**config.mk**
```make
export PLATFORM = sky130hd
export DESIGN_NAME = threshold_promote_lru_buffer
export DESIGN_NICKNAME = d
export VERILOG_FILES = /design/src/sv/tplb_pkg.sv /design/src/sv/tplb_slots.sv /design/src/sv/threshold_promote_lru_buffer.sv
export SDC_FILE = /design/constraint.sdc
export NUM_CORES = 1
export LEC_CHECK = 0
export ABC_AREA = 0
export BUFFER_PORTS_ARGS = -buffer_cell sky130_fd_sc_hd__buf_2
export CORE_UTILIZATION = 60
export DETAILED_ROUTE_END_ITERATION = 16
export PLACE_DENSITY = 0.81
export SLEW_MARGIN = 20
export SYNTH_ARGS = -nofsm -noshare
export SYNTH_HDL_FRONTEND = slang
export SYNTH_SLANG_ARGS = --single-unit
```
**constraint.sdc**
```tcl
create_clock -name clk -period 22.8 [get_ports clk]
set_clock_uncertainty 0.15 [all_clocks]
set_input_delay 0 -clock clk [delete_from_list [all_inputs] [get_ports clk]]
set_output_delay 0 -clock clk [all_outputs]
set_load 0.02 [all_outputs]
```
**src/sv/tplb_pkg.sv**
```systemverilog
// ----------------------------------------------------------------------------
// tplb_pkg: shared types and constants for the threshold promote LRU buffer
// Sizes, input item and result item layouts used by the top level and the
// slot store.
// ----------------------------------------------------------------------------
package tplb_pkg;

    // Buffer depth and stored key width
    localparam int ENTRIES   = 4;
    localparam int KEY_WIDTH = 32;

    // Port field widths
    localparam int KEY_PORT_W = 32;
    localparam int COUNT_W    = 8;
    localparam int POS_W      = 6;
    localparam int THR_W      = 8;

    // Derived widths
    localparam int IDX_W = (ENTRIES > 1) ? $clog2(ENTRIES) : 1;
    localparam int OCC_W = $clog2(ENTRIES + 1);

    localparam logic [COUNT_W-1:0] COUNT_MAX = {COUNT_W{1'b1}};

    // Item kinds
    localparam logic KIND_ACCESS = 1'b0;
    localparam logic KIND_CLEAR  = 1'b1;

    typedef struct packed {
        logic                  kind;
        logic [KEY_PORT_W-1:0] key;
    } item_t;

    typedef struct packed {
        logic                  hit;
        logic [COUNT_W-1:0]    use_count;
        logic [POS_W-1:0]      position;
        logic                  promoted;
        logic                  evicted;
        logic [KEY_PORT_W-1:0] evicted_key;
    } result_t;

endpackage

```
**src/sv/tplb_slots.sv**
```systemverilog
// ----------------------------------------------------------------------------
// tplb_slots: slot store with lookup, promote and insert
// Holds the ordered keys and use counts, compares all valid slots against
// the key combinationally, and applies the shift for an insert or a promote.
// ----------------------------------------------------------------------------
module tplb_slots
(
    input  logic                                clk,
    input  logic                                rst_n,
    input  logic                                step,
    input  tplb_pkg::item_t                     item,
    input  logic [tplb_pkg::THR_W-1:0]          threshold,
    output tplb_pkg::result_t                   res
);

    logic [tplb_pkg::KEY_WIDTH-1:0] slot_key_reg   [tplb_pkg::ENTRIES];
    logic [tplb_pkg::KEY_WIDTH-1:0] slot_key_next  [tplb_pkg::ENTRIES];
    logic [tplb_pkg::COUNT_W-1:0]   slot_count_reg [tplb_pkg::ENTRIES];
    logic [tplb_pkg::COUNT_W-1:0]   slot_count_next[tplb_pkg::ENTRIES];
    logic [tplb_pkg::OCC_W-1:0]     occ_reg;
    logic [tplb_pkg::OCC_W-1:0]     occ_next;

    logic [tplb_pkg::KEY_WIDTH-1:0] key_cmp;
    logic [tplb_pkg::ENTRIES-1:0]   match;
    logic [tplb_pkg::ENTRIES-1:0]   first;
    logic [tplb_pkg::IDX_W-1:0]     hit_idx;
    logic                           found;
    logic [tplb_pkg::COUNT_W-1:0]   old_count;
    logic [tplb_pkg::COUNT_W-1:0]   new_count;
    logic                           promote;
    logic                           full;

    assign key_cmp = item.key[tplb_pkg::KEY_WIDTH-1:0];
    assign full    = (occ_reg == tplb_pkg::OCC_W'(tplb_pkg::ENTRIES));

    // Compare the key against every valid slot
    always_comb
    begin
        for (int i = 0; i < tplb_pkg::ENTRIES; i++)
        begin
            match[i] = (tplb_pkg::OCC_W'(i) < occ_reg) && (slot_key_reg[i] == key_cmp);
        end
    end

    // Pick the frontmost match and select its count
    always_comb
    begin
        first     = '0;
        hit_idx   = '0;
        old_count = '0;
        for (int i = tplb_pkg::ENTRIES - 1; i >= 0; i--)
        begin
            if (match[i])
            begin
                first   = '0;
                first[i] = 1'b1;
                hit_idx = tplb_pkg::IDX_W'(i);
            end
        end
        for (int i = 0; i < tplb_pkg::ENTRIES; i++)
        begin
            if (first[i])
            begin
                old_count = slot_count_reg[i];
            end
        end
    end

    assign found     = |match;
    assign new_count = (old_count == tplb_pkg::COUNT_MAX) ? old_count
                                                          : old_count + tplb_pkg::COUNT_W'(1);
    assign promote   = found && (new_count > threshold) && (hit_idx != '0);

    // Build the next slot contents
    always_comb
    begin
        occ_next = occ_reg;
        for (int i = 0; i < tplb_pkg::ENTRIES; i++)
        begin
            slot_key_next[i]   = slot_key_reg[i];
            slot_count_next[i] = slot_count_reg[i];
        end
        if (step)
        begin
            if (item.kind == tplb_pkg::KIND_CLEAR)
            begin
                occ_next = '0;
            end
            else if (!found)
            begin
                // Insert at the front, shift everything back, drop the tail
                for (int i = 1; i < tplb_pkg::ENTRIES; i++)
                begin
                    slot_key_next[i]   = slot_key_reg[i-1];
                    slot_count_next[i] = slot_count_reg[i-1];
                end
                slot_key_next[0]   = key_cmp;
                slot_count_next[0] = tplb_pkg::COUNT_W'(1);
                if (!full)
                begin
                    occ_next = occ_reg + tplb_pkg::OCC_W'(1);
                end
            end
            else if (promote)
            begin
                // Move the hit entry to the front, shift the ones ahead of it
                for (int i = 1; i < tplb_pkg::ENTRIES; i++)
                begin
                    if (tplb_pkg::IDX_W'(i) <= hit_idx)
                    begin
                        slot_key_next[i]   = slot_key_reg[i-1];
                        slot_count_next[i] = slot_count_reg[i-1];
                    end
                end
                slot_key_next[0]   = key_cmp;
                slot_count_next[0] = new_count;
            end
            else
            begin
                for (int i = 0; i < tplb_pkg::ENTRIES; i++)
                begin
                    if (first[i])
                    begin
                        slot_count_next[i] = new_count;
                    end
                end
            end
        end
    end

    // Form the result of this step
    always_comb
    begin
        res = '0;
        if (item.kind == tplb_pkg::KIND_ACCESS)
        begin
            if (found)
            begin
                res.hit       = 1'b1;
                res.use_count = new_count;
                res.position  = promote ? '0 : tplb_pkg::POS_W'(hit_idx);
                res.promoted  = promote;
            end
            else
            begin
                res.use_count = tplb_pkg::COUNT_W'(1);
                res.evicted   = full;
                res.evicted_key = full
                    ? tplb_pkg::KEY_PORT_W'(slot_key_reg[tplb_pkg::ENTRIES-1]) : '0;
            end
        end
    end

    // Hold slot payload, no reset needed
    always_ff @(posedge clk)
    begin
        for (int i = 0; i < tplb_pkg::ENTRIES; i++)
        begin
            slot_key_reg[i]   <= slot_key_next[i];
            slot_count_reg[i] <= slot_count_next[i];
        end
    end

    // Track occupancy
    always_ff @(posedge clk or negedge rst_n)
    begin
        if (!rst_n)
        begin
            occ_reg <= '0;
        end
        else
        begin
            occ_reg <= occ_next;
        end
    end

    a_occ_bound: assert property (@(posedge clk) disable iff (!rst_n)
        occ_reg <= tplb_pkg::OCC_W'(tplb_pkg::ENTRIES))
        else $error("occupancy exceeds buffer depth");

    a_keys_unique: assert property (@(posedge clk) disable iff (!rst_n)
        $onehot0(match))
        else $error("key stored in more than one valid slot");

    a_clear_empties: assert property (@(posedge clk) disable iff (!rst_n)
        step && (item.kind == tplb_pkg::KIND_CLEAR) |=> occ_reg == '0)
        else $error("clear did not empty the buffer");

    a_evict_full: assert property (@(posedge clk) disable iff (!rst_n)
        step && res.evicted |=> occ_reg == tplb_pkg::OCC_W'(tplb_pkg::ENTRIES))
        else $error("eviction left the buffer not full");

endmodule

```
**src/sv/threshold_promote_lru_buffer.sv**
```systemverilog
// ----------------------------------------------------------------------------
// threshold_promote_lru_buffer: move-to-front buffer with a hit threshold
// Looks up each key, inserts misses at the front with eviction from the back,
// and moves hit entries to the front once their count passes the threshold.
//
//   Channel   Handshake              Payload
//   -------   --------------------   --------------------------------------
//   input     in_valid / in_ready    kind, key
//   output    out_valid / out_ready  hit, use_count, position, promoted,
//                                    evicted, evicted_key
//   config    cfg_we                 cfg_wdata (promote_threshold)
//
// One item per cycle sustained while the output is not stalled; a result
// passes the input register, then lookup and update into the result
// register, before it is presented at the output.
// The slot update happens as the item leaves the input register.
// Reset empties the buffer and sets the threshold to 5; no clearing pass.
// A stalled output holds the result register and then the input register.
// ----------------------------------------------------------------------------
module threshold_promote_lru_buffer
(
    input  logic                                 clk,
    input  logic                                 rst_n,
    input  logic                                 cfg_we,
    input  logic [tplb_pkg::THR_W-1:0]           cfg_wdata,
    input  logic                                 in_valid,
    output logic                                 in_ready,
    input  logic                                 kind,
    input  logic [tplb_pkg::KEY_PORT_W-1:0]      key,
    output logic                                 out_valid,
    input  logic                                 out_ready,
    output logic                                 hit,
    output logic [tplb_pkg::COUNT_W-1:0]         use_count,
    output logic [tplb_pkg::POS_W-1:0]           position,
    output logic                                 promoted,
    output logic                                 evicted,
    output logic [tplb_pkg::KEY_PORT_W-1:0]      evicted_key
);

    logic [tplb_pkg::THR_W-1:0] thr_reg;
    logic                       in_valid_reg;
    tplb_pkg::item_t            in_item_reg;
    logic                       out_valid_reg;
    tplb_pkg::result_t          res_reg;
    tplb_pkg::result_t          res_next;
    logic                       advance;

    // Move the held item on when the result register is free
    assign advance  = in_valid_reg && (!out_valid_reg || out_ready);
    assign in_ready = !in_valid_reg || advance;

    // Hold the threshold register
    always_ff @(posedge clk or negedge rst_n)
    begin
        if (!rst_n)
        begin
            thr_reg <= tplb_pkg::THR_W'(5);
        end
        else if (cfg_we)
        begin
            thr_reg <= cfg_wdata;
        end
    end

    // Capture an input transfer
    always_ff @(posedge clk or negedge rst_n)
    begin
        if (!rst_n)
        begin
            in_valid_reg <= 1'b0;
        end
        else if (in_valid && in_ready)
        begin
            in_valid_reg <= 1'b1;
        end
        else if (advance)
        begin
            in_valid_reg <= 1'b0;
        end
    end

    always_ff @(posedge clk)
    begin
        if (in_valid && in_ready)
        begin
            in_item_reg.kind <= kind;
            in_item_reg.key  <= key;
        end
    end

    tplb_slots u_slots
    (
        .clk       (clk),
        .rst_n     (rst_n),
        .step      (advance),
        .item      (in_item_reg),
        .threshold (thr_reg),
        .res       (res_next)
    );

    // Load the result register, drop it after an output transfer
    always_ff @(posedge clk or negedge rst_n)
    begin
        if (!rst_n)
        begin
            out_valid_reg <= 1'b0;
        end
        else if (advance)
        begin
            out_valid_reg <= 1'b1;
        end
        else if (out_ready)
        begin
            out_valid_reg <= 1'b0;
        end
    end

    always_ff @(posedge clk)
    begin
        if (advance)
        begin
            res_reg <= res_next;
        end
    end

    assign out_valid   = out_valid_reg;
    assign hit         = res_reg.hit;
    assign use_count   = res_reg.use_count;
    assign position    = res_reg.position;
    assign promoted    = res_reg.promoted;
    assign evicted     = res_reg.evicted;
    assign evicted_key = res_reg.evicted_key;

endmodule

```
# Word-level counts from Yosys, hierarchy flattened
# Memories as Yosys holds them, arrays and structs flattened.
# Index checks and enable logic that the tools add are counted.
[word_totals] ram_bits=160 elab_cells=97 n_memories=2 register_bits=95
[mem_list] memory="u_slots.slot_key_reg" words=4 word_bits=32 rd=4 rd_ports_with_merged_regs=0 wr=4 line="tplb_slots.sv:16" source="logic [tplb_pkg::KEY_WIDTH-1:0] slot_key_reg [tplb_pkg::ENTRIES];"
[mem_list] memory="u_slots.slot_count_reg" words=4 word_bits=8 rd=4 rd_ports_with_merged_regs=0 wr=4 line="tplb_slots.sv:18" source="logic [tplb_pkg::COUNT_W-1:0] slot_count_reg [tplb_pkg::ENTRIES];"
[op_classes] add_sub_neg=2 muxes=40 n_eq_ne=8 n_reduce_logical=21 magnitude_cmp=8 bitwise=2
[op_table] operator="two-way mux 128 bit" n=4
[op_table] operator="two-way mux 32 bit" n=7
[op_table] operator="== test 32 bit" n=4
[op_table] operator="two-way mux 8 bit" n=12
[op_table] operator="two-way mux 4 bit" n=4
[op_table] operator="two-way mux 3 bit" n=3
[op_table] operator="adder 8 x 1 -> 8 bit, second input constant" n=1
[op_table] operator="== test 8 bit, second input constant" n=1
[op_table] operator="greater-than comparator 8 bit" n=1
[op_table] operator="logical AND 1 bit" n=8
[op_table] operator="two-way mux 2 bit" n=4
[op_table] operator="less-than comparator 1 x 3 -> 1 bit, first input constant" n=2
[op_table] operator="less-than comparator 2 x 3 -> 1 bit, first input constant" n=2
[op_table] operator="two-way mux 1 bit" n=6
[op_table] operator="nonzero test 2 bit" n=3
[op_table] operator="OR reduction 6 bit" n=1
[op_table] operator="OR reduction 5 bit" n=1
[op_table] operator="less-or-equal comparator 2 bit, first input constant" n=2
[op_table] operator="inequality test 2 bit, second input constant" n=2
[op_table] operator="OR reduction 4 bit" n=1
[op_table] operator="adder 3 x 1 -> 3 bit, second input constant" n=1
[op_table] operator="== test 3 bit, second input constant" n=1
[op_table] operator="AND reduction 3 bit" n=1
[op_table] operator="OR reduction 3 bit" n=1
[op_table] operator="5 further kinds" n=8

# Logic depth before layout (Yosys ltp)
# An unclocked memory read counts as a cell.
[logic_depth] word_depth=20 depth_mapped=26 ltp_nobuf=23

# By module
# A second synthesis with hierarchy kept.
[hier_totals] hier_cells=718 area_unflattened_um2=10811.6
[by_module_without_submodules] module="tplb_slots" n_inst=1 area_each_um2=7926.4 cells_per_inst=611 seq_area_each_um2=4879.7
[by_module_without_submodules] module="threshold_promote_lru_buffer" n_inst=1 area_each_um2=2885.3 cells_per_inst=107 seq_area_each_um2=2715.1

# Least setup slack after synthesis
# No wires, ideal clock.
[synth_timing] path_kind="flip-flop to flip-flop" start="register, netlist name in_item_reg[10]" end="memory u_slots.slot_key_reg[3][0] in the netlist's numbering (enable)" setup_ns=0.392 synth_period_minus_slack_ns=8.413 path_stages_with_launch=26 arrival_time_ns=7.871 path_slack_ns=14.387 n_path_buf=2 cell_sequence="edfxtp_1 xor2_1 nor4_1 nand2_1 or4_1 buf_2 buf_6 nand2_4 o31ai_1 inv_1 ha_1 inv_1 nor3_1 and4b_4 mux2_4 ha_1 nor2b_1 o21a_1 o21a_1 o21ai_0 a21oi_1 o31ai_1 nor3_1 nor2_1 nor3_1 and2_1"
[synth_rtl] element="to (decl)" line="tplb_slots.sv:16"

==> summary.txt <==
CP startpoint kind: register
Post-synth cell types: 68
CTS root buf: clkbuf_16
Worst path top cell family by delay: simple AND/OR/NAND/NOR gates
Final hold viol count: 0
Sequential fraction of the synthesis area: 68.63%
Slew HR: 27.71%
#FFs+latches synth: 251
Final Non-Filler Cells: 1137
Setup violators final: 0
Total CTS buffers: 25
Mapped Area: 10890 sq um
RSZ-0062 raised after global routing: no
Max_cap viols: 0
Most used cell, CP: buf_4
Post-layout net count: 953
Worst reg-to-reg path cell count: 26
H-tree levels: 1
Drt wl/cell: 22.17 um
Max Clk Rate: 0.1228 GHz
Fin. max-slew vios: 0
Maximum VDD drop: 0.00008077 V
Starting Density: 62.11%
Area after DPL: 11610 sq um
Clock slew at reported path FFs: 0.06 ns
Min-Delay Path Class: input pin to register
Layout cells sized above 1: 19.41%
Pre-Repair DR Iteration Count: 5
# rows: 48
Largest net degree at the start of global routing: 47
Critical path fanouts, max: 33
Cell count after synthesis: 723
Core area: 17540 sq um
Setup TNS: 0 ns
GRT overflow: 0
CP required: 22.84 ns
IO Port Bufs: 92
Chip height: 136.7 um
Static leakage: 4.711 nW
Area Overhead vs Synth: 19.25%
Final Cell Area: 12990 sq um
Yosys top cell area share: 65.62%
Clock Latency Late Sink: 0.52 ns
Via-per-instance ratio: 5.832
Max reg flops: 128
Status: complete, no violations
Fin crit share: 35.73%
Sink Count: 251
Pre-CTS WS: 14.86 ns
Postcts setup bufs: 0
CP max stage delay: 0.74 ns
Vias in the first global route: 6819
Initial antenna violation count: 0
Power per cell area: 80.08 nW/um^2
Crit path depth: 26
TritonCTS clock tree: yes
Synth area leader: edfxtp_1
Setup WS post-layout: 14.65 ns
Top FF cell, synth: edfxtp_1
Top post-synthesis cells by area: edfxtp_1 66%, xnor2_1 6.6%, xor2_1 3.5%
Critical path class: register to register
N_diodes: 0
WP buf/inv: 4
Post-synth EDFFs: 238
Slew at the pin with the worst max-slew slack: 1.084 ns
Die area: 18700 sq um
Final ANT Viol Nets: 0
Final Hold Slack: 0.03745 ns
Crit. End Element: register
Clock buffer depth: 3
Routed wire length: 25210 um
Placer Congestion: 0.9021
Avg Cell Area, Syn: 15.06 sq um
Die width: 136.7 um
CP max stage cell: nor4_1
Crit path arrival time: 8.19 ns
Cells after DPL: 1032
Dpl hpwl: 16480 um
Yosys warns: 0
Via count: 6631
DR iter-0 viols: 640
Gr usage total: 27.99%
Hold depth: 2
First-pass GRT wire length: 37960 um
Drt drc: 0
Post-route minimum period: 8.146 ns
I/O pin count: 97
Async SR Flop Fraction: 5.179%
==> routing by layer <==
layer  global-route usage, %  part of all wire (%)
met1                   37.51                    41
met3                   5.259                   7.4
met2                   47.46                    49
met4                   6.667                   2.0
met5                       0                     0
==> final timing paths <==
check / start / endpoint / slack (ns)
min in group asynchronous: rst_n / thr_reg[0] / 0.39
min reg2reg: u_slots.slot_key_reg[2][15] / u_slots.slot_key_reg[3][15] / 0.32
min: key[31] / in_item_reg[31] / 0.04
max reg2reg: in_item_reg[8] / u_slots.slot_key_reg[3][24] / 14.65
max: in_item_reg[8] / u_slots.slot_key_reg[3][24] / 14.65
max in group asynchronous: rst_n / thr_reg[5] / 21.14
==> cell usage in the layout, fill, tap and decap left out, types with 12 or more instances in the layout <==
master	n
mux2_2	13
nor2_1	31
a21oi_1	14
xor2_1	44
o21ai_0	12
clkbuf_16	25
dlygate4sd3_1	62
inv_1	31
edfxtp_1	238
buf_2	92
xnor2_1	82
nor4_1	13
nand2_1	21
nand4_1	28
and2_1	40
==> repair_timing <==
item	in CTS	in global routing
endpoints found under the hold margin	58	0
endpoints found under the setup margin	0	0
hold buffers	62	0
gates resized for setup	0	0
==> per-stage QoR <==
step	utilization, %	total power [mW]
2_1_floorplan	-	0.6145
3_3_place_gp	66.21	0.6455
3_5_place_dp	66.21	0.6495
4_1_cts	74.07	1.041
5_1_grt	74.07	1.070
6_report	74.07	1.040
==> layout make-up <==
class,count,area (sq um)
sequential,251,7475
fill,1088,4548
multi-input combinational,425,3222
timing repair buffer,161,1134
clock buffer,31,648.1
tap,225,281.5
inverter,32,120.1
clock inverter,12,108.9
==> Yosys cell counts, types with 5 or more instances <==
cell / number
buf_2: 5
nor3_1: 10
nor2b_1: 8
ha_1: 11
xor2_1: 44
a21oi_1: 14
o21ai_0: 12
nand2_1: 21
nand2b_1: 8
dfrtp_1: 11
clkbuf_1: 6
inv_1: 32
nand4_1: 28
nor4_1: 13
edfxtp_1: 238
mux2_4: 5
nand3_1: 9
and2_1: 40
xnor2_1: 82
nor2_1: 34
mux2_2: 13
==> kinds of logic after synthesis <==
kind of cell	count (synthesis)	synth area share [%]
adder cells (fa/ha/maj)	11	1.264
buffers and inverters	50	2.056
AND/OR/NAND/NOR	200	11.13
multiplexers	23	2.527
XOR/XNOR	127	10.28
other	1	0.03443
AO/OA/AOI/OAI	60	4.078
flip-flops	251	68.63
==> report_power, final <==
part	internal (mW)	total, mW	switching (mW)
sequential	0.538	0.560	0.0220
combinational	0.0369	0.0917	0.0548
clock	0.223	0.388	0.165
total	0.798	1.04	0.242
Note: power is estimated with default switching activity, not from simulation.
